## src/rtl/core/hqp_front.sv

```systemverilog
module hqp_front #(
	parameter int unsigned KEY_BITS = 20,
	parameter int unsigned SZW      = 15,
	parameter int unsigned AW       = 14
) (
	input  logic                clk,
	input  logic                arst_n,
	input  logic [SZW-1:0]      size,
	input  logic                in_valid,
	output logic                in_ready,
	input  logic                in_op,
	input  logic [KEY_BITS-1:0] in_key,
	output logic                out_valid,
	input  logic                out_ready,
	output logic                out_op,
	output logic [KEY_BITS-1:0] out_key,
	output logic [AW-1:0]       out_home
);

	localparam int unsigned CNW = $clog2(KEY_BITS + 1);

	logic                busy_q;
	logic                hold_q;
	logic [CNW-1:0]      cnt_q;
	logic                op_q;
	logic [KEY_BITS-1:0] key_q;
	logic [KEY_BITS-1:0] shift_q;
	logic [SZW-1:0]      rem_q;
	logic [SZW:0]        trial;
	logic [SZW-1:0]      rem_next;

	assign in_ready = !busy_q && !hold_q;

	// one quotient bit per cycle, msb first
	always_comb begin
		trial = {rem_q, shift_q[KEY_BITS-1]};
		if (trial >= {1'b0, size}) begin
			rem_next = SZW'(trial - {1'b0, size});
		end else begin
			rem_next = SZW'(trial);
		end
	end

	always_ff @(posedge clk or negedge arst_n) begin
		if (!arst_n) begin
			busy_q <= 1'b0;
			hold_q <= 1'b0;
			cnt_q  <= '0;
		end else begin
			if (in_valid && in_ready) begin
				busy_q <= 1'b1;
				cnt_q  <= CNW'(KEY_BITS);
			end else if (busy_q) begin
				cnt_q <= cnt_q - 1'b1;
				if (cnt_q == CNW'(1)) begin
					busy_q <= 1'b0;
					hold_q <= 1'b1;
				end
			end else if (hold_q && out_ready) begin
				hold_q <= 1'b0;
			end
		end
	end

	always_ff @(posedge clk) begin
		if (in_valid && in_ready) begin
			op_q    <= in_op;
			key_q   <= in_key;
			shift_q <= in_key;
			rem_q   <= '0;
		end else if (busy_q) begin
			shift_q <= shift_q << 1;
			rem_q   <= rem_next;
		end
	end

	assign out_valid = hold_q;
	assign out_op    = op_q;
	assign out_key   = key_q;
	assign out_home  = AW'(rem_q);

endmodule

```

## config.mk

```make
export PLATFORM = sky130hd
export DESIGN_NAME = hqp_front
export DESIGN_NICKNAME = d
export VERILOG_FILES = /design/src/rtl/core/hqp_front.sv
export SDC_FILE = /design/constraint.sdc
export NUM_CORES = 1
export LEC_CHECK = 0
export BUFFER_PORTS_ARGS = -buffer_cell sky130_fd_sc_hd__buf_2
export CAP_MARGIN = 20
export CORE_MARGIN = 2
export CORE_UTILIZATION = 59
export CTS_CLUSTER_SIZE = 8
export DETAILED_ROUTE_END_ITERATION = 12
export PLACE_DENSITY = 0.86
export SYNTH_ARGS = -nofsm -noshare
export SYNTH_HDL_FRONTEND = slang
export SYNTH_SLANG_ARGS = --single-unit
```

## constraint.sdc

```tcl
create_clock -name clk -period 4.4 [get_ports clk]
set_input_delay 0.44 -clock clk [delete_from_list [all_inputs] [get_ports clk]]
set_output_delay 0.44 -clock clk [all_outputs]
set_load 0.005 [all_outputs]
```

* After elaboration in Yosys (flattened, before gate mapping)
Index checks and enable logic that the tools add are counted.
** Storage, ports and cells
- Logic and storage cells :: 32
- Input bits :: 40
- Flip-flop bits (word level) :: 63
- Output and inout bits :: 37
** Cells by class
- $lt $le $gt $ge :: 1
- Mux-type cells :: 11
- Bitwise gates (word level) :: 1
- Equal/unequal tests :: 2
- $add $sub $neg :: 2
- Reductions and logical operators :: 8
** Operator list (count)
- $mux W20 :: 2
- $ge A16 B15 Y1 :: 1
- $mux W15 :: 1
- $sub A15 B15 Y15 :: 1
- $mux W5 :: 2
- $mux W1 :: 6
- $eq A5 B1 Y1 const B :: 1
- $sub A5 B1 Y5 const B :: 1
- $reduce_bool A2 Y1 :: 2
- $logic_and A1 B1 Y1 :: 3
- $reduce_and A3 Y1 :: 1
- $logic_not A1 Y1 :: 2
- $ne A2 B1 Y1 const B :: 1
- $not A1 Y1 :: 1

* Longest topological paths before layout
- Word-level depth :: 5
- Mapped depth :: 10
- Gate-level depth less buffers :: 9

* Worst setup path after synthesis
OpenSTA, ideal clock, no wires.
- Path kind :: input -> register
- From :: input size[0]
- To :: register rem_q[14]
- Arrival time :: 2.248 ns
- Library setup time :: 0.115 ns
- Path slack :: 2.037 ns
- Path buffers :: 0
- Required time :: 4.285 ns
- Stages :: 8
- Cell sequence :: ha_1 -> fa_1 -> nand2b_1 -> a21o_1 -> a2111oi_1 -> o31a_1 -> o211ai_2 -> a31o_1
** On the way
- Word-level cells in the longest chain between the ends :: 2
- Elaborated cells between the ends (all ways) :: 3
- Those cells by class :: add/sub: 1; order compare: 1; mux: 1
** RTL lines
- start: declaration :: RTL line 8 : input logic [SZW-1:0] size,
- $sub A15 B15 Y15 / $ge A16 B15 Y1 (equally long branches) :: RTL line 38, 37
- $mux W15 * :: RTL line 37 : if (trial >= {1'b0, size}) begin
- end signal: assignment :: RTL line 73 : rem_q <= rem_next;
- end: declaration :: RTL line 28 : logic [SZW-1:0] rem_q;
Mark *: on every way between the ends. The rest lies on a longest branch, timed or not.
A chain may end at the register's enable or synchronous reset.

* Final worst setup path
- From :: register shift_q[19]
- To :: register rem_q[10]
** On the way
- Word-level cells in the longest chain between the ends :: 2
- Elaborated cells between the ends (all ways) :: 3
- Those cells by class :: add/sub: 1; order compare: 1; mux: 1
** RTL lines
- start: declaration :: RTL line 27 : logic [KEY_BITS-1:0] shift_q;
- start signal: assignment :: RTL line 69 : shift_q <= in_key;
- start signal: assignment :: RTL line 72 : shift_q <= shift_q << 1;
- $sub A15 B15 Y15 / $ge A16 B15 Y1 (equally long branches) :: RTL line 38, 37
- $mux W15 * :: RTL line 37
Marks and branches as above.

==> flow_metrics.py <==
metrics = {
    "timing": {
        "finalMaxSlewViolations": 0,
        "grt_setup_unrepaired": "false",
        "hold_violations": 0,
        "finClkSkew_ns": 0.0102,
        "tns_ns": 0,
        "clock.fmax_ghz": 0.379,
        "slew_headroom_pct": 39.9,
        "timing.final.crit_share_pct": 59.9,
        "hold_slack_ns": 0.283,
        "final-setup-viol-count": 0,
        "worst_pin_slew_ns": 0.898,
        "fin_crit_ns": 2.64,
        "fin_ws_ns": 1.76,
    },
    "min_path": {
        "hold_path_startpoint": "in_op",
        "hold_class": "in2reg",
    },
    "global_route": {
        "grtUsageTotal_pct": 24.6,
        "grt-ovfl-total": 0,
        "grt_max_degree": 44,
        "grt_antenna_before_repair": 0,
        "grt_first_pass_wirelength_mm": 12.3,
        "first_global_vias": 2664,
    },
    "clock_tree": {
        "cts.sinks": 63,
        "numCtsBuffers": 9,
        "cts_tree": "built",
        "clk_latency_ns": 0.34,
        "clock-root-buffer": "clkbuf_8",
        "cts.reportedPaths.clkPinSlew_ns": 0.07,
        "post-cts-setup-buffers": 0,
        "cts_max_level": 3,
        "clk_path_buf_depth": 2,
    },
    "setup_path": {
        "crit_fanout": 12,
        "worstPathCellList": "inv_1 -> ha_1 -> fa_1 -> nand2b_1 -> a21o_1 -> nand4b_2 -> a21o_1 -> nand2_1 -> o311ai_0",
        "cpPeakStageDelay_ns": 0.42,
        "worstSetupStartpoint": "shift_q[19]$_DFFE_PP_",
        "cp.required_ns": 4.61,
        "critPathMostFrequentCell": "a21o_1",
        "cp-start-kind": "flop",
        "cp-end-kind": "flop",
        "worstReg2RegStart": "shift_q[19]$_DFFE_PP_",
        "cp_data_arrival_time_ns": 2.85,
        "worstSetupPathType": "reg2reg",
        "crit_slowest_cell": "a21o_1",
    },
    "layout": {
        "multiInputGateArea_um2": 1520,
        "nNetsFinal": 483,
        "drive_gt1_share_pct": 24.2,
        "area_growth_syn_to_layout_pct": 14.3,
        "utilization_pct": 68.7,
        "final-seq-area_um2": 1710,
        "diodes": 0,
        "fillers": 446,
    },
    "pwr": {
        "ir_drop_mv": 0.358,
        "p_leak_nw": 1.82,
        "p_per_area_nw_per_um2": 706,
    },
    "synthesis": {
        "synth_edf_count": 41,
        "syn_avg_cell_area_um2": 9.69,
        "syn_nets": 421,
        "synth-seq-cells": 63,
        "synth_seq_area_share_pct": 48.5,
        "ys.flop_type": "edfxtp_1",
        "syn-cell-area_um2": 3520,
        "postSynthCellCount": 363,
        "ys_warn_count": 0,
        "synth.distinct_cells": 55,
        "async_flop_share_pct": 11.1,
    },
    "floorplanning": {
        "coreArea_um2": 5850,
        "io_pins": 77,
        "rows": 28,
        "initial_core_util_pct": 60.1,
        "die_h_um": 81.2,
        "die_w_um": 81.2,
        "die_area_um2": 6600,
    },
    "placement": {
        "io_buffers": 76,
        "place_ws_ns": 1.63,
        "place_congestion": 0.920,
        "dpl.hpwl_mm": 5.48,
    },
    "detailed_routing": {
        "drc": 0,
        "routedWlPerCell_um": 15.6,
        "via_per_inst": 5.77,
        "totalWireLength_mm": 7.85,
        "postRouteAntennaNets": 0,
        "vias": 2914,
        "drt_first_pass_iters": 5,
        "drt_iter0_markers": 214,
    },
    "run_status": {
        "outcome": "finished clean",
    },
    "flow_run": {
        "maxCapViolations": 0,
    },
}
metal layers:
layer	up-vias	track usage, %	share of wire [%]
met5	-	0	0
met4	0	8.98	2.3
met3	22	7.78	8.5
met2	135	39.8	48
met1	1360	30.9	41
li1	1397	-	-
placed cells by master (no fill, tap or decap), types with 3 or more instances in the layout:
cell type and instances:
nand4_1 8, ha_1 17, nand3_1 7, dfrtp_1 7, a21o_1 5, nand2b_1 3, o21ai_0 8, buf_4 4
o311ai_0 3, o211ai_1 9, clkbuf_8 9, nor4_1 4, buf_2 76, inv_1 27, and3_1 3, xnor2_1 6
edfxtp_1 41, nor2_1 14, xor2_1 7, o2111ai_1 5, a31oi_1 3, nor3_1 4, a21oi_1 9, nand2_1 91
clkinv_2 3, a211oi_1 3, dfxtp_1 15
path summary, 6_finish.rpt:
| check | end | slack [ns] | cells past startpoint |
|---|---|---|---|
| min in group asynchronous | busy_q$_DFF_PN0_ | 0.46 | 2 |
| max | rem_q[10]$_SDFFE_PP0P_ | 1.76 | 9 |
| max in group asynchronous | cnt_q[2]$_DFFE_PN0P_ | 3.79 | 2 |
| min | out_op$_DFFE_PP_ | 0.28 | 1 |
| min reg2reg | shift_q[1]$_DFFE_PP_ | 0.52 | 2 |
| max reg2reg | rem_q[10]$_SDFFE_PP0P_ | 1.76 | 9 |
layout make-up:
cell class / count / area share, %
Clock buffer: 11 / 3.27
Clock inverter: 5 / 1.21
Inverter: 27 / 2.52
Multi-Input combinational cell: 243 / 37.8
Sequential cell: 63 / 42.5
Tap cell: 75 / 2.33
Timing Repair Buffer: 81 / 10.5
repair_timing:
item | CTS | global route
hold buffers | 1 | 0
hold endpoints to repair | 7 | 0
resized for setup | 0 | 0
cell usage after synthesis, types with 6 or more instances:
cell       n  area (um^2)
edfxtp_1  41         1230
dfrtp_1    7          175
nand3_1    7         35.0
o21ai_0    8         40.0
nand2_1   91          342
inv_1     27          101
nand4_1    8         50.1
a21oi_1    9         45.0
clkbuf_1   8         30.0
buf_4     14          105
nor2_1    14         52.6
o211ai_1   9         67.6
xor2_1     7         61.3
ha_1      17          213
dfxtp_1   15          300
xnor2_1    6         52.6
through the flow:
stage          power (mW)  instances  cell area [um^2]
2_1_floorplan        2.07        363              3520
3_3_place_gp         2.28        488              3830
3_5_place_dp         2.34        488              3830
4_1_cts              2.83        505              4020
5_1_grt              3.04        505              4020
6_report             2.84        505              4020
cell families (layout without fill, tap and decap cells):
group	after synthesis	in the layout	share of synthesized area, %
flops	63	63	48.5
mux	1	1	0.320
fa+ha+maj	18	18	6.61
buf+inv	57	124	8.36
compound gates	68	68	14.7
xor+xnor	13	13	3.24
simple gates	143	143	18.3
registers in the layout (all words and copies together) (netlist names):
register and flops:
cnt_q 5, rem_q 15, out_op 1, busy_q 1, out_valid 1, shift_q 20
out_key 20
critical path: cells and delay by family, from the launching register on:
kind                       cells  cell delay (ns)
AOI/OAI and AO/OA              3             1.01
buffers and inverters          1             0.06
DFF                            1             0.32
and+or+nand+nor                3             0.50
adders and majority gates      2             0.62
report_power, final:
part           leakage [nW]  internal [mW]  total (mW)  switching (mW)
Combinational          1.12          0.530        1.33           0.800
Clock                0.0945          0.257       0.470           0.213
Sequential            0.604          0.902        1.04           0.136
Total                  1.82           1.69        2.84            1.15
(Power assumes the default switching activity.)
