--- src/rtl/core/hqp_queue.sv ---
module hqp_queue #(
	parameter int unsigned W = 8
) (
	input  logic         clk,
	input  logic         arst_n,
	input  logic         in_valid,
	output logic         in_ready,
	input  logic [W-1:0] in_data,
	output logic         out_valid,
	input  logic         out_ready,
	output logic [W-1:0] out_data
);

	logic [W-1:0] entry_q [2];
	logic         wr_ptr_q;
	logic         rd_ptr_q;
	logic [1:0]   count_q;
	logic         push;
	logic         pop;

	assign in_ready  = (count_q != 2'd2);
	assign out_valid = (count_q != 2'd0);
	assign push      = in_valid && in_ready;
	assign pop       = out_valid && out_ready;
	assign out_data  = entry_q[rd_ptr_q];

	always_ff @(posedge clk or negedge arst_n) begin
		if (!arst_n) begin
			wr_ptr_q <= 1'b0;
			rd_ptr_q <= 1'b0;
			count_q  <= '0;
		end else begin
			if (push) begin
				wr_ptr_q <= !wr_ptr_q;
			end
			if (pop) begin
				rd_ptr_q <= !rd_ptr_q;
			end
			if (push && !pop) begin
				count_q <= count_q + 1'b1;
			end else if (pop && !push) begin
				count_q <= count_q - 1'b1;
			end
		end
	end

	always_ff @(posedge clk) begin
		if (push) begin
			entry_q[wr_ptr_q] <= in_data;
		end
	end

endmodule

--- config.mk ---
export PLATFORM = sky130hd
export DESIGN_NAME = hqp_queue
export DESIGN_NICKNAME = d
export VERILOG_FILES = /design/src/rtl/core/hqp_queue.sv
export SDC_FILE = /design/constraint.sdc
export NUM_CORES = 1
export LEC_CHECK = 0
export BUFFER_PORTS_ARGS = -buffer_cell sky130_fd_sc_hd__buf_2
export CAP_MARGIN = 10
export CORE_MARGIN = 3
export CORE_UTILIZATION = 30
export DETAILED_ROUTE_END_ITERATION = 10
export MAX_ROUTING_LAYER = met4
export PLACE_DENSITY = 0.55
export SLEW_MARGIN = 20
export SYNTH_ARGS = -nofsm -noshare
export SYNTH_HDL_FRONTEND = slang
export SYNTH_SLANG_ARGS = --single-unit
--- constraint.sdc ---
create_clock -name clk -period 1.75 [get_ports clk]
set_input_delay 0.35 -clock clk [delete_from_list [all_inputs] [get_ports clk]]
set_output_delay 0.35 -clock clk [all_outputs]
set_load 0.01 [all_outputs]
==> Word-level counts from Yosys, hierarchy flattened <==
Memories as Yosys holds them, arrays and structs flattened.
Index checks and enable logic that the tools add are counted.
{ "totals": {"reg_bits": 4, "mem_bits_rw": 16, "in_bits": 12, "output_inout_bits": 10, "wordCells": 21, "n_memories": 1} }
{ "memory_table": {"columns": ["name", "words", "word_bits", "read_ports", "rd_clocked_by_memory_dff", "wr", "line", "text"], "rows": [
  ["entry_q", 2, 8, 1, 0, 1, "14", "logic [W-1:0] entry_q [2];"]
]} }
{ "classes": {"n_addsub": 2, "n_eq_ne": 1, "muxes": 4, "n_reduce_logical": 10} }
{ "op_table": {"columns": ["operator", "count"], "rows": [
  ["$logic_and A1 B1 Y1", 4],
  ["$logic_not A1 Y1", 4],
  ["$mux W2", 2],
  ["$reduce_bool A2 Y1", 2],
  ["$add A2 B1 Y2 const B", 1],
  ["$mux W1", 2],
  ["$ne A2 B2 Y1 const B", 1],
  ["$sub A2 B1 Y2 const B", 1]
]} }

==> Logic depth before layout (Yosys ltp) <==
Gate-level depths: netlist (run 1).
{ "logic_depth": {"ltp_word": 6, "ltp_mapped": 7, "depth_no_buf": 7} }

==> Least setup slack after synthesis (run 1) <==
OpenSTA, ideal clock, no wires.
{ "synth_timing": {"kind": "flip-flop to flip-flop", "start": "register count_q[0]", "end": "memory entry_q[0][0], enable pin", "setup_ns": 0.370, "arrival_ns": 1.016, "required_ns": 1.380, "slack_ns": 0.364, "stages_incl_launch_ff": 4, "path_buffers": 0, "synth_period_minus_slack_ns": 1.386, "path_cell_list": "dfrtp_1 -> nand2b_4 -> nand2_1 -> nor2_1"} }
{ "synth_between": {"elab_chain_cells": 4} }
{ "synth_lines": {"columns": ["element", "line", "text"], "rows": [
  ["start: declaration", "17", "logic [1:0] count_q;"],
  ["start signal: assignment", "40", "count_q <= count_q + 1'b1;"],
  ["start signal: assignment", "42", "count_q <= count_q - 1'b1;"],
  ["$ne A2 B2 Y1", "21", "assign in_ready = (count_q != 2'd2);"],
  ["net in_ready", "7", "output logic in_ready,"],
  ["$logic_and A1 B1 Y1", "23", "assign push = in_valid && in_ready;"],
  ["$mux W1", "48", "if (push) begin"],
  ["$mux W1 (implied by the code)", "49", "entry_q[wr_ptr_q] <= in_data;"],
  ["end: declaration", "14", null]
]} }
The timed path passes the listed nets, and every way through them passes these cells.

==> Worst setup path in the final report (run 1) <==
{ "layout_timing": {"start": "register rd_ptr_q", "end": "output out_data[7]"} }
{ "layout_between": {"elab_chain_cells": 1} }
{ "layout_lines": {"columns": ["element", "line", "text"], "rows": [
  ["start: declaration", "16", "logic rd_ptr_q;"],
  ["start signal: assignment", "37", "rd_ptr_q <= !rd_ptr_q;"],
  ["$mem_v2 Z2 W8", null, null],
  ["end: declaration", "11", "output logic [W-1:0] out_data"]
]} }
Every way passes these cells.

==> flow_summary.yaml, run 1 <==
place:
  portBuffers: 21
  hpwlAfterDp_um: 968
  placed_area_um2: 937
  gp_congestion: 0.609
  dp_slack_ns: 0.276
critical_path:
  cp_data_arrival_time_ns: 1.29
  cp_top_family: "flip-flops"
  critPathKind: "flop to primary output"
  startpoint: "rd_ptr_q"
  path_buf_inv: 1
  end_kind: "primary output"
  required_ns: 1.40
  start_kind: "flop"
  r2r-start: "count_q[0]"
  cp_slowest_cell: "dfrtp_2"
  critPathMaxStageDelay_ns: 0.50
  worst-path-max-fanout: 9
  crit_chain: "mux2_2, buf_2"
clock_network:
  clockBufferDepth: 2
  cts.sinks: 20
  htreeDepth: 1
  clk_latency_ns: 0.29
  cts-root-buf: "clkbuf_4"
  cts_tree: "yes"
  numCtsBuffers: 3
  clkTransAtPathRegs_ns: 0.11
timing:
  period_needed_ns: 1.64
  maxSlewHeadroom: 0.735
  fin_tns_setup_ns: 0
  slew_violations: 0
  rsz0062_at_grt: "false"
  fin_crit_sh: 0.939
  clock_skew_ns: 0.00669
  finalSetupViolCount: 0
  finalHoldViolCount: 0
  achievable-frequency_mhz: 609
  worstMarginPinSlew_ns: 0.398
  whs_ns: 0.243
  fin_ws_ns: 0.107
floorplan:
  start_util: 0.336
  die_h_um: 57.2
  die_w_um: 57.2
  dieArea_mm2: 0.00327
  coreArea_mm2: 0.00234
  num_io_pins: 22
  std_cell_rows: 17
synth:
  synth.avg_cell_area_um2: 18.3
  ys_seq_area_frac: 0.738
  ys_warn_count: 0
  ys_ff_latch: 20
  ys_types: 14
  synth_area_um2: 787
  synth.net_count: 56
  syn_inst: 43
final_layout:
  fillers: 234
  syn_to_final_growth_pct: 23.8
  nNetsFinal: 84
  drive_above_1_share: 0.543
  layout_commonest_cell: "buf_2"
  final_cell_mix: "21 x buf_2, 16 x edfxtp_1, 8 x mux2_2"
  insertedDiodeCount: 0
  final_cell_area_um2: 975
power:
  p_total_mw: 1.53
  vdd_drop_max_v: 0.000592
  p_sw_mw: 0.478
  powerDensity_mw_per_mm2: 1570
  swShare: 0.313
  p_clk_frac: 0.138
  internal_power_mw: 1.05
  seq_power_share: 0.502
  pwr-share-comb: 0.360
  cellLeakagePower_nw: 0.397
routing:
  avgViaCountPerCell: 4.44
  post_drt_wl_per_cell_um: 12.8
  vias: 435
  routed_wl_um: 1250
  postRouteAntennaNets: 0
  firstDrtPassIters: 3
  dr.first_iter.drc_count: 10
  route.detailed.drc: 0
grt:
  globalRouteOverflowTotal: 0
  grt_max_degree: 12
  grt_antenna_before_repair: 0
  grt_pass1_vias: 472
  grt_use_total: 0.0891
  grt_pass1_wl_um: 2080
flow_run:
  drv_cap: 0
min_path:
  min_from: "in_data[3]"
  hp-class: "input port to flop"
outcome:
  outcome: "finished, final reports clean"
power by group through the flow:
| stage | logic, mW | registers (mW) | clock network (mW) |
|---|---|---|---|
| after floorplan | 0.413 | 0.724 | 0 |
| after global placement | 0.547 | 0.775 | 0 |
| after detailed placement | 0.557 | 0.782 | 0 |
| after CTS | 0.564 | 0.774 | 0.226 |
| after global routing | 0.614 | 0.787 | 0.244 |
| final | 0.550 | 0.767 | 0.211 |
sequential cells by signal, summed over array words and instances, names as in the netlist:
signal and count:
wr_ptr_q 1, entry_q 16, rd_ptr_q 1, count_q 2
logic make-up (layout without fill, tap and decap cells):
| group | count (synthesis) | count (layout) | synth area share |
|---|---|---|---|
| XOR/XNOR | 5 | 5 | 0.0557 |
| adder cells (fa/ha/maj) | 1 | 1 | 0.0159 |
| AND/OR/NAND/NOR | 7 | 7 | 0.0652 |
| multiplexers | 8 | 8 | 0.114 |
| flip-flops | 20 | 20 | 0.738 |
| buffers and inverters | 2 | 29 | 0.0111 |
layer usage:
layer / part of all wire / routed length, µm / GRT usage
met3: 0.035 / 44 / 0.0158
met1: 0.38 / 472 / 0.0903
met2: 0.57 / 709 / 0.150
met5: 0 / 0 / -
met4: 0.022 / 27 / 0.0695
cells in the mapped netlist, drive strengths merged:
cell	number	area (µm²)
nor2	2	7.51
edfxtp	16	480
ha	1	12.5
mux2	8	90.1
xor2	2	17.5
inv	1	3.75
buf	1	5.00
nand2	2	15.0
or2	1	8.76
xnor2	3	26.3
nand2b	1	13.8
dfrtp	4	100
and3	1	6.26
final timing paths:
path | to | slack [ns] | cells past startpoint
worst max-delay path | out_data[7] | 0.11 | 2
worst max register to register | count_q[1] | 0.24 | 6
max in group asynchronous | rd_ptr_q | 1.24 | 2
min in group asynchronous | count_q[1] | 0.38 | 2
worst min register to register | wr_ptr_q | 0.50 | 1
worst min-delay path | entry_q[0][3] | 0.24 | 1
final cells by class:
| type | instances | area [µm²] | area share |
|---|---|---|---|
| flip-flops and latches | 20 | 582 | 0.597 |
| well taps | 28 | 35.0 | 0.0359 |
| repair buffers | 24 | 130 | 0.134 |
| clock inverters | 1 | 3.75 | 0.00385 |
| multi-input cells | 21 | 198 | 0.203 |
| clock buffers | 3 | 22.5 | 0.0231 |
| inverters | 1 | 3.75 | 0.00385 |
stage by stage:
| stage | instances | utilization |
|---|---|---|
| 2_1_floorplan | 43 | - |
| 3_3_place_gp | 93 | 0.401 |
| 3_5_place_dp | 93 | 0.401 |
| 4_1_cts | 98 | 0.417 |
| 5_1_grt | 98 | 0.417 |
| 6_report | 98 | 0.417 |
repair_timing:
item / CTS / global route
hold buffers: 1 / 0
endpoints found under the hold margin: 4 / 0
endpoints found under the setup margin: 8 / 0
setup buffers: 0 / 0
resized for setup: 1 / 0
Power figures use the tool's default switching activity.
==> run 2, diff against run 1 <==
- ABC_AREA: default -> 1
- PLACE_DENSITY: 0.55 -> 0.54
- REMOVE_ABC_BUFFERS: default -> 1
==> run 2 against run 1 <==
Fmax up 4.8%. Synthesized cell count up 63%. First-iteration DRC count down 40%. Critical path type unchanged. Sequential power down 2%. Register-to-register slack better by 0.12 ns. Core utilization down 0.61 points. Highest routed layer unchanged. Count of clock-buffer cells in the layout unchanged. Clock power up 73%. Combinational power up 17%.
==> flow_summary.yaml, run 2 <==
outcome:
  outcome: "finished, final reports clean"
routing:
  avgViaCountPerCell: 4.15
  vias: 531
  route.detailed.drc: 0
  postRouteAntennaNets: 0
  post_drt_wl_per_cell_um: 10.8
  firstDrtPassIters: 4
  dr.first_iter.drc_count: 6
  routed_wl_um: 1380
grt:
  grt_antenna_before_repair: 0
  grt_pass1_vias: 478
  grt_use_total: 0.0892
  grt_pass1_wl_um: 2170
  globalRouteOverflowTotal: 0
  grt_max_degree: 13
place:
  portBuffers: 21
  gp_congestion: 0.753
  placed_area_um2: 981
  hpwlAfterDp_um: 1030
timing:
  clock_skew_ns: 0.00628
  worstMarginPinSlew_ns: 0.197
  fin_crit_sh: 0.895
  achievable-frequency_mhz: 638
  maxSlewHeadroom: 0.869
  period_needed_ns: 1.57
  finalHoldViolCount: 0
  slew_violations: 0
  finalSetupViolCount: 0
  rsz0062_at_grt: "false"
  fin_tns_setup_ns: 0
power:
  vdd_drop_max_v: 0.00105
  powerDensity_mw_per_mm2: 1680
  cellLeakagePower_nw: 0.489
clock_network:
  cts.sinks: 20
  numCtsBuffers: 3
  cts_tree: "yes"
  cts-root-buf: "clkbuf_4"
  htreeDepth: 1
  clkTransAtPathRegs_ns: 0.11
  clk_latency_ns: 0.29
  clockBufferDepth: 2
synth:
  synthTopCellsByCount: "30 x nand2_1, 16 x edfxtp_1, 4 x dfrtp_1, 4 x inv_1, 3 x inv_2"
  ys_seq_area_frac: 0.702
  synth_ff_type: "edfxtp_1"
  ys_types: 14
  ys_warn_count: 0
  synth_area_leaders: "edfxtp_1 58%, nand2_1 14%, dfrtp_1 12%"
  yosysMostFrequentCell: "nand2_1"
  synth_top_area_frac: 0.581
  async_flop_share: 0.200
  yosysTopAreaCell: "edfxtp_1"
  synth.avg_cell_area_um2: 11.8
  ys_ff_latch: 20
  syn_inst: 70
  synth_edf_count: 16
  synth_area_um2: 827
flow_run:
  drv_cap: 0
final_layout:
  layout_commonest_cell: "nand2_1"
  largest_reg_flops: 16
  reg.largest.list: "entry_q x16, count_q x2"
  final_cell_mix: "30 x nand2_1, 21 x buf_2, 16 x edfxtp_1, 4 x inv_1"
  syn_to_final_growth_pct: 26.3
  drive_above_1_share: 0.378
  insertedDiodeCount: 0
  regMostFlops: "entry_q"
  final_cell_area_mm2: 0.00104
  nNetsFinal: 112
critical_path:
  crit_chain: "inv_2, nand2_1, nand2_1, buf_2"
  start_kind: "flop"
  critPathKind: "flop to primary output"
  cp_slowest_cell: "dfrtp_2"
  crit_top_cell: "nand2_1"
  critPathMaxStageDelay_ns: 0.50
  worst-path-max-fanout: 10
  cp_data_arrival_time_ns: 1.22
  required_ns: 1.40
  end_kind: "primary output"
floorplan:
  coreArea_mm2: 0.00254
  std_cell_rows: 18
  start_util: 0.325
  die_w_um: 58.5
  num_io_pins: 22
  die_h_um: 58.5
  dieArea_mm2: 0.00342
min_path:
  hp-class: "input port to flop"
run 2: critical path, delay by kind of cell (launching register included):
kind | cells | cell delay, ns
buffers and inverters | 2 | 0.29
and+or+nand+nor | 2 | 0.14
DFF | 1 | 0.50
run 2: area by class of cell:
| type | count | area (µm²) |
|---|---|---|
| Multi-Input combinational cell | 42 | 209 |
| Tap cell | 30 | 37.5 |
| Clock buffer | 3 | 22.5 |
| Clock inverter | 1 | 30.0 |
| Fill cell | 254 | 1500 |
| Inverter | 7 | 26.3 |
| Timing Repair Buffer | 25 | 138 |
| Sequential cell | 20 | 582 |
run 2: through the flow:
step           utilization  hold WS [ns]  power [mW]  std cells  worst slack [ns]
6_report             0.411         0.236        1.76        128             0.183
5_1_grt              0.411         0.217        1.89        128            0.0391
4_1_cts              0.410         0.225        1.78        128            0.0458
3_5_place_dp         0.385         0.165        1.41        123             0.367
3_3_place_gp         0.385         0.166        1.40        123             0.412
2_1_floorplan            -        0.0544        1.15         69             0.427
run 2: cells by family (layout without fill, tap and decap cells):
| family | count (synthesis) | in the layout | synth area share |
|---|---|---|---|
| xor gates and xnor gates | 2 | 2 | 0.0303 |
| adders and majority gates | 1 | 1 | 0.0151 |
| buffers and inverters | 8 | 36 | 0.0454 |
| DFF | 20 | 20 | 0.702 |
| and+or+nand+nor | 39 | 39 | 0.207 |
run 2: timing repair:
item	4_1_cts	5_1_grt
gates resized for setup	0	1
setup buffers	0	0
hold buffers	1	0
hold endpoints to repair	4	0
setup endpoints to repair	0	8
run 2: routing by layer:
metal / part of all wire / up-vias / global-route usage
met4: 0.0043 / 0 / 0.0397
met5: 0 / - / -
met1: 0.44 / 241 / 0.103
li1: - / 279 / -
met3: 0.041 / 2 / 0.0197
met2: 0.51 / 9 / 0.148
run 2: power by group:
| group | internal [mW] | leakage (nW) | switching, mW |
|---|---|---|---|
| clock network | 0.231 | 0.0279 | 0.133 |
| registers | 0.665 | 0.195 | 0.0860 |
| logic | 0.257 | 0.266 | 0.385 |
| total | 1.15 | 0.489 | 0.604 |
run 2: final timing paths:
kind,start,endpoint,slack (ns),cells past startpoint
setup / recovery,rd_ptr_q,out_data[3],0.18,4
hold / removal,in_data[3],entry_q[1][3],0.24,1
setup reg to reg,count_q[0],count_q[1],0.36,9
hold reg to reg,count_q[0],count_q[0],0.53,1
max in group asynchronous,arst_n,rd_ptr_q,1.23,2
min in group asynchronous,arst_n,wr_ptr_q,0.38,2
